$ cat src/design/lr_pkg.sv
// ----------------------------------------------------------------------------
// Line rasterizer package
// Shared types and fixed widths for the Bresenham line walker.
// ----------------------------------------------------------------------------
package lr_pkg;

	localparam int COORD_W     = 8;
	localparam int ADDR_W      = 16;
	localparam int ERR_W       = 11;
	localparam int PIX_PER_GRP = 4;
	localparam int SLOT_W      = $clog2(PIX_PER_GRP);

	typedef struct packed {
		logic [COORD_W-1:0] start_x;
		logic [COORD_W-1:0] start_y;
		logic [COORD_W-1:0] end_x;
		logic [COORD_W-1:0] end_y;
	} line_cmd_t;

	typedef struct packed {
		logic [ADDR_W-1:0] pixel_addr_0;
		logic [ADDR_W-1:0] pixel_addr_1;
		logic [ADDR_W-1:0] pixel_addr_2;
		logic [ADDR_W-1:0] pixel_addr_3;
		logic              write_0;
		logic              write_1;
		logic              write_2;
		logic              write_3;
		logic              last_group;
	} pix_group_t;

	// Status of the pixel under the walker
	typedef struct packed {
		logic [ADDR_W-1:0] addr;
		logic              wr;
		logic              done;
	} step_stat_t;

endpackage

$ cat src/design/line_rasterizer.sv
// ----------------------------------------------------------------------------
// Line rasterizer
// Walks an all-octant Bresenham line and emits pixel writes in groups of four.
//
//   channel | dir | payload     | handshake
//   --------+-----+-------------+----------------------
//   cmd     | in  | line_cmd_t  | cmd_valid / cmd_stall
//   pix     | out | pix_group_t | pix_valid / pix_stall
//
// A line of n = max(|dx|,|dy|) + 1 pixels is loaded and then walked at one
// pixel per cycle through the single step unit unless the walker is held.
// A stalled output group holds the walker only when the next group is
// complete. cmd_stall stays high from the cycle after a command is taken
// until its last pixel is placed. Reset clears the control state only; no
// clearing pass is needed.
// ----------------------------------------------------------------------------
module line_rasterizer
	import lr_pkg::*;
#(
	parameter int SCREEN_SIZE = 240
) (
	input  logic       clk,
	input  logic       arst_n,
	input  logic       cmd_valid,
	output logic       cmd_stall,
	input  line_cmd_t  cmd,
	output logic       pix_valid,
	input  logic       pix_stall,
	output pix_group_t pix
);

	typedef enum logic [1:0] {
		ST_IDLE = 2'b01,
		ST_WALK = 2'b10
	} state_t;

	localparam logic [SLOT_W-1:0] SlotLast = SLOT_W'(PIX_PER_GRP - 1);

	state_t                  state_q;
	logic [COORD_W-1:0]      cur_x_q;
	logic [COORD_W-1:0]      cur_y_q;
	logic signed [ERR_W-1:0] err_q;
	logic [COORD_W-1:0]      abs_dx_q;
	logic signed [ERR_W-1:0] neg_dy_q;
	logic [1:0]              dirs_q;
	logic [COORD_W-1:0]      end_x_q;
	logic [COORD_W-1:0]      end_y_q;
	logic [SLOT_W-1:0]       slot_q;
	logic [ADDR_W-1:0]       grp_addr_q [PIX_PER_GRP];
	logic                    grp_wr_q   [PIX_PER_GRP];
	logic                    pix_valid_q;
	pix_group_t              pix_q;

	logic [COORD_W-1:0]      next_x;
	logic [COORD_W-1:0]      next_y;
	logic signed [ERR_W-1:0] next_err;
	step_stat_t              stat;

	logic                    cmd_take;
	logic                    walking;
	logic                    push_need;
	logic                    out_free;
	logic                    advance;
	logic                    push;
	logic [COORD_W-1:0]      adx;
	logic [COORD_W-1:0]      ady;
	logic [ERR_W-1:0]        neg_ady;
	logic [ADDR_W-1:0]       m_addr [PIX_PER_GRP];
	logic                    m_wr   [PIX_PER_GRP];
	pix_group_t              grp_next;

	lr_step #(
		.SCREEN_SIZE(SCREEN_SIZE)
	) u_step (
		.cur_x     (cur_x_q),
		.cur_y     (cur_y_q),
		.err       (err_q),
		.abs_dx    (abs_dx_q),
		.neg_abs_dy(neg_dy_q),
		.dirs      (dirs_q),
		.end_x     (end_x_q),
		.end_y     (end_y_q),
		.next_x    (next_x),
		.next_y    (next_y),
		.next_err  (next_err),
		.stat      (stat)
	);

	assign cmd_stall = (state_q != ST_IDLE);
	assign cmd_take  = cmd_valid && !cmd_stall;
	assign walking   = (state_q == ST_WALK);
	assign push_need = stat.done || (slot_q == SlotLast);
	assign out_free  = !pix_valid_q || !pix_stall;
	assign advance   = walking && (!push_need || out_free);
	assign push      = advance && push_need;

	assign adx     = (cmd.end_x > cmd.start_x) ? cmd.end_x - cmd.start_x
	                                            : cmd.start_x - cmd.end_x;
	assign ady     = (cmd.end_y > cmd.start_y) ? cmd.end_y - cmd.start_y
	                                            : cmd.start_y - cmd.end_y;
	assign neg_ady = ERR_W'(0) - {(ERR_W-COORD_W)'(0), ady};

	// Slots behind the current one come from the group, later ones stay empty
	always_comb begin
		for (int i = 0; i < PIX_PER_GRP; i++) begin
			if (SLOT_W'(i) < slot_q) begin
				m_addr[i] = grp_addr_q[i];
				m_wr[i]   = grp_wr_q[i];
			end else if (SLOT_W'(i) == slot_q) begin
				m_addr[i] = stat.addr;
				m_wr[i]   = stat.wr;
			end else begin
				m_addr[i] = '0;
				m_wr[i]   = 1'b0;
			end
		end
		grp_next.pixel_addr_0 = m_addr[0];
		grp_next.pixel_addr_1 = m_addr[1];
		grp_next.pixel_addr_2 = m_addr[2];
		grp_next.pixel_addr_3 = m_addr[3];
		grp_next.write_0      = m_wr[0];
		grp_next.write_1      = m_wr[1];
		grp_next.write_2      = m_wr[2];
		grp_next.write_3      = m_wr[3];
		grp_next.last_group   = stat.done;
	end

	always_ff @(posedge clk or negedge arst_n) begin
		if (!arst_n) begin
			state_q     <= ST_IDLE;
			slot_q      <= '0;
			pix_valid_q <= 1'b0;
		end else begin
			case (state_q)
				ST_IDLE: begin
					if (cmd_take) begin
						state_q <= ST_WALK;
						slot_q  <= '0;
					end
				end
				ST_WALK: begin
					if (advance) begin
						slot_q <= push_need ? '0 : slot_q + 1'b1;
						if (stat.done) begin
							state_q <= ST_IDLE;
						end
					end
				end
				default: begin
					state_q <= ST_IDLE;
				end
			endcase
			if (push) begin
				pix_valid_q <= 1'b1;
			end else if (!pix_stall) begin
				pix_valid_q <= 1'b0;
			end
		end
	end

	always_ff @(posedge clk) begin
		if (cmd_take) begin
			cur_x_q  <= cmd.start_x;
			cur_y_q  <= cmd.start_y;
			abs_dx_q <= adx;
			neg_dy_q <= $signed(neg_ady);
			err_q    <= $signed({(ERR_W-COORD_W)'(0), adx} + neg_ady);
			dirs_q   <= {!(cmd.start_y < cmd.end_y), !(cmd.start_x < cmd.end_x)};
			end_x_q  <= cmd.end_x;
			end_y_q  <= cmd.end_y;
		end else if (advance) begin
			cur_x_q <= next_x;
			cur_y_q <= next_y;
			err_q   <= next_err;
		end
		if (advance && !push_need) begin
			grp_addr_q[slot_q] <= stat.addr;
			grp_wr_q[slot_q]   <= stat.wr;
		end
		if (push) begin
			pix_q <= grp_next;
		end
	end

	assign pix_valid = pix_valid_q;
	assign pix       = pix_q;

endmodule

$ cat src/design/lr_step.sv
// ----------------------------------------------------------------------------
// Line rasterizer step unit
// Addresses and clips the current pixel, and computes one Bresenham step.
// ----------------------------------------------------------------------------
module lr_step
	import lr_pkg::*;
#(
	parameter int SCREEN_SIZE = 240
) (
	input  logic [COORD_W-1:0]     cur_x,
	input  logic [COORD_W-1:0]     cur_y,
	input  logic signed [ERR_W-1:0] err,
	input  logic [COORD_W-1:0]     abs_dx,
	input  logic signed [ERR_W-1:0] neg_abs_dy,
	input  logic [1:0]             dirs,
	input  logic [COORD_W-1:0]     end_x,
	input  logic [COORD_W-1:0]     end_y,
	output logic [COORD_W-1:0]     next_x,
	output logic [COORD_W-1:0]     next_y,
	output logic signed [ERR_W-1:0] next_err,
	output step_stat_t             stat
);

	localparam logic [ADDR_W-1:0]  ScreenW = ADDR_W'(SCREEN_SIZE);
	localparam logic [COORD_W:0]   ScreenC = (COORD_W+1)'(SCREEN_SIZE);

	logic signed [ERR_W:0]   twice;
	logic signed [ERR_W:0]   dy_ext;
	logic signed [ERR_W:0]   dx_ext;
	logic                    step_x;
	logic                    step_y;
	logic [ERR_W-1:0]        add_x;
	logic [ERR_W-1:0]        add_y;
	logic [ADDR_W-1:0]       lin_addr;
	logic                    on_screen;

	assign twice  = {err, 1'b0};
	assign dy_ext = {neg_abs_dy[ERR_W-1], neg_abs_dy};
	assign dx_ext = $signed({(ERR_W+1-COORD_W)'(0), abs_dx});
	assign step_x = (twice >= dy_ext);
	assign step_y = (twice <= dx_ext);

	assign add_x    = step_x ? neg_abs_dy : '0;
	assign add_y    = step_y ? {(ERR_W-COORD_W)'(0), abs_dx} : '0;
	assign next_err = $signed(err + add_x + add_y);

	assign next_x = step_x ? (dirs[0] ? cur_x - 1'b1 : cur_x + 1'b1) : cur_x;
	assign next_y = step_y ? (dirs[1] ? cur_y - 1'b1 : cur_y + 1'b1) : cur_y;

	assign lin_addr  = ADDR_W'(cur_y) * ScreenW + ADDR_W'(cur_x);
	assign on_screen = ({1'b0, cur_x} < ScreenC) && ({1'b0, cur_y} < ScreenC);

	assign stat.addr = on_screen ? lin_addr : '0;
	assign stat.wr   = on_screen;
	assign stat.done = (cur_x == end_x) && (cur_y == end_y);

endmodule

$ cat config.mk
export PLATFORM = sky130hd
export DESIGN_NAME = line_rasterizer
export DESIGN_NICKNAME = d
export VERILOG_FILES = /design/src/design/lr_pkg.sv /design/src/design/line_rasterizer.sv /design/src/design/lr_step.sv
export SDC_FILE = /design/constraint.sdc
export NUM_CORES = 1
export LEC_CHECK = 0
export ABC_CLOCK_PERIOD_IN_PS = 7250
export BUFFER_PORTS_ARGS = -buffer_cell sky130_fd_sc_hd__buf_2
export CAP_MARGIN = 20
export CORE_MARGIN = 5
export CORE_UTILIZATION = 50
export DETAILED_ROUTE_END_ITERATION = 6
export GPL_TIMING_DRIVEN = 0
export PLACE_DENSITY = 0.79
export SETUP_SLACK_MARGIN = 0.2
export SYNTH_ARGS = -nofsm -noshare
export SYNTH_HDL_FRONTEND = slang
export SYNTH_SLANG_ARGS = --single-unit
$ cat constraint.sdc
create_clock -name clk -period 7.25 [get_ports clk]
set_input_delay 1.45 -clock clk [delete_from_list [all_inputs] [get_ports clk]]
set_output_delay 1.45 -clock clk [all_outputs]
set_load 0.01 [all_outputs]
==> results <==
- The number of nets in the synthesized netlist is 1164.
- The core region is 22600 µm².
- Summed over all nets, the half-perimeter wirelength after detailed placement is 19300 µm.
- The time the final worst path needs with I/O delays and setup is 5.17 ns.
- The number of CTS-inserted buffers is 17.
- In this run the mean area of a mapped cell was 11.5 µm².
- OpenSTA, run right after detailed placement, puts the worst setup slack at 1.68 ns.
- Of the cells placed in the final design, the portion with a size suffix greater than 1 is 0.161.
- The DRC violation count after routing is 0.
- The number of H-tree branching levels is 4.
- The buffer depth of the longest clock path is 2.
- The cell area after synthesis is 11400 µm².
- The post-CTS setup-driven buffer insertion count is 0.
- The total congestion overflow is 0.
- The via count is 7860.
- For this run, the top clock speed supported by timing is 194 MHz.
- The highest-delay cell along the critical path is or4_1.
- Setup repair after global routing left no endpoint under its margin.
- The wire length of the first global-routing pass is 41100 µm.
- The length of the first detailed-routing pass in iterations is 5.
- The class of the most critical setup path is primary input to flip-flop.
- Dividing the detail-routed via count by the number of cells gives 5.55.
- For this run, the leading register cell type out of synthesis is edfxtp_1.
- STA puts the critical path data required time at 7.51 ns.
- TritonCTS built the clock tree.
- The flop-to-flop setup slack is 2.53 ns.
- The total global-route track usage is 0.200.
- In the post-route analysis, the smallest setup slack over all paths is 2.08 ns.
- The number of placed instances, taps included, is 1385.
- The number of flops mapped to enable cells by yosys is 182.
- edfxtp_1 takes more of the synthesized area than any other cell.
- The weighted congestion at the end of routability-driven global placement is 0.898.
- Clock latency on the worst-skew pair, taken at its later pin, is 0.44 ns.
- The largest driver fanout on the critical path is 10.
- After clock tree synthesis, the repair step resized 0 gates.
- The finished layout cell area is 13000 µm².
- The post-route clock skew is 0.0124 ns.
- The die is 161 µm tall.
- The area overhead of the layout relative to synthesis is 13.9%.
- The transition at the pin with the smallest max-transition slack is 1.06 ns.
- Walking the worst path, the cells encountered are buf_2 > inv_1 > ha_1 > inv_1 > fa_1 > nand3_1 > a21oi_1 > o32ai_1 > buf_2 > mux2_2 > o21ai_0 > a21boi_0 > o21a_1 > xor2_1 > ha_1 > nor3_1 > a211o_1 > or4_1 > a31oi_1.
- The x dimension of the die is 161 µm.
- The number of max-slew violations in the final report is 0.
- The starting density of the core is 0.505.
- In this run the count of I/O pins placed on the die edge is 107.
- After routing, the total negative slack on setup checks comes to 0 ns.
- The hold violation count in the final report is 0.
- 0 antenna diodes ended up in the layout.
- The cts-stage hold buffer count is 0.
- The total number of nets in the final design is 1292.
- The placed instances occupy a cell area of 12300 µm².
- Across the run, the number of max-cap violations was 0.
- The number of buffer cells added on primary ports is 106.
- The number of antenna violations at the first check in global routing is 0.
- For this run, asynchronously set or reset flops after synthesis account for 0.0267.
- The worst max-slew margin expressed relative to the limit is 0.288.
- The wire length per cell is 17.9 µm.
- Ranked by total cell area, the synthesized netlist is headed by edfxtp_1 48%, ha_1 12%, fa_1 5.3%.
- Sorting the synthesized cells by how often they occur yields 182 x edfxtp_1, 110 x inv_1, 107 x ha_1, 75 x nor2_1, 70 x nand2_1.
- The most numerous cell in the Yosys netlist is edfxtp_1.
- The library cell used as clock root buffer is clkbuf_16.
- The startpoint of the worst register-to-register path is err_q[4].
- For the worst flop-to-flop path, the logic depth is 16.
- The initialized floorplan defines 55 standard-cell rows.
- The stage delay of the slowest cell on the critical path is 0.41 ns.
- For this run, the number of standard cells in the final layout without fillers is 1417.
- The sum of routed wire length over all layers is 25300 µm.
- The worst hold-check path type is flip-flop to flip-flop.
- After synthesis the netlist holds a flip-flop and latch count of 187.
- The gate count of the mapped netlist is 991.
- The critical path capture point type is a flip-flop.
- The first routing iteration left 582 violations.
- The floorplan step defined a die boundary enclosing 25900 µm².
- The share of Yosys cell area claimed by the top area cell type is 0.480.
- STA puts the critical path data arrival time at 5.43 ns.
- The portion of the clock cycle consumed by the worst path in the final layout is 0.713.
- Of the synthesized area, sequential elements account for 0.491.
- The timing endpoint of the critical path is err_q[8].
- In this run the critical register-to-register path is captured at err_q[10].
- The clock drives 187 sinks.
- Yosys printed 0 warnings.
- The number of global-route vias before repair is 7921.
- The run finished with clean final reports.
- The number of endpoints failing setup at the final stage is 0.
- The count of nets left with antenna violations after detail routing is 0.
- The origin of the worst setup path is cmd[8].
- The largest net degree at the start of global routing is 39.
- The kind of launch point of the worst setup path is a primary input.
- The number of unique standard cell types used by synthesis is 63.
- The clock transition time at the flip-flop clock pins of the worst setup and hold paths is 0.07 ns.
==> critical path, delay by kind of cell <==
family          cells  cell delay (ns)
mux                 1             0.38
xor+xnor            1             0.21
fa+ha+maj           3             0.84
buf+inv             4             0.55
compound gates      7             1.39
simple gates        3             0.60
==> stage by stage <==
stage | hold slack (ns) | util
3_5_place_dp | 0.507 | 0.546
4_1_cts | 0.528 | 0.575
5_1_grt | 0.541 | 0.575
6_report | 0.532 | 0.575
2_1_floorplan | 0.496 | -
3_3_place_gp | 0.507 | 0.544
==> area by class of cell <==
| type | count | area (µm²) |
|---|---|---|
| buffer | 22 | 91.3 |
| clock buffer | 17 | 425 |
| clock inverter | 15 | 213 |
| fill | 1800 | 9600 |
| inverter | 111 | 417 |
| multi-input combinational | 671 | 5300 |
| sequential | 187 | 5590 |
| tap | 285 | 357 |
| timing repair buffer | 109 | 576 |
==> cells by family (layout without fill, tap and decap cells) <==
family | after synthesis | in the layout | synth area share
DFF | 187 | 187 | 0.491
and+or+nand+nor | 232 | 232 | 0.0966
AOI/OAI and AO/OA | 191 | 191 | 0.105
muxes | 33 | 33 | 0.0313
buffers and inverters | 133 | 274 | 0.0445
adders and majority gates | 137 | 137 | 0.170
xor gates and xnor gates | 78 | 78 | 0.0619
==> cell usage in the layout (no fill, tap or decap), types with 4 or more instances in the layout <==
cell type and instances:
fa_1 30, mux2i_1 12, nand3_1 12, dfrtp_1 4
and3_1 11, ha_1 107, a211oi_1 7, clkinv_8 5
nand2_1 70, nand2b_1 8, a31oi_1 4, a21oi_1 62
nor2_1 74, mux2_2 21, nor2b_1 10, a22o_1 8
o21a_1 4, a21boi_0 4, clkbuf_16 17, edfxtp_1 182
o21ai_0 52, inv_1 110, nand4_1 10, a21o_1 19
xor2_1 28, xnor2_1 48, clkbuf_1 15, nor3_1 7
o21bai_1 8, and2_1 13, buf_2 110
==> registers in the layout, indices dropped and copies added, names as in the netlist, 3 cells and up <==
| signal | count |
|---|---|
| end_x_q | 8 |
| cur_y_q | 8 |
| grp_wr_q | 3 |
| err_q | 11 |
| abs_dx_q | 8 |
| pix | 69 |
| grp_addr_q | 48 |
| neg_dy_q | 9 |
| end_y_q | 8 |
| cur_x_q | 8 |
==> worst min-delay path by stage <==
stage                            startpoint  endpoint  slack (ns)  depth (start not counted)
final                      grp_addr_q[1][7]   pix[44]        0.53                          2
after global routing       grp_addr_q[1][7]   pix[44]        0.54                          2
after CTS                 grp_addr_q[2][14]   pix[35]        0.53                          2
after detailed placement  grp_addr_q[2][14]   pix[35]        0.51                          2
after global placement    grp_addr_q[2][12]   pix[33]        0.51                          2
after floorplan                 grp_wr_q[2]    pix[2]        0.50                          2
==> routing by layer <==
layer | global-route usage | wire (µm)
met1 | 0.267 | 10700
met2 | 0.332 | 12100
met3 | 0.0426 | 1970
met4 | 0.0597 | 520
met5 | 0 | 0
Power is not shown: default switching activity piles up to over one toggle a cycle in this logic, so the estimate is an artifact.
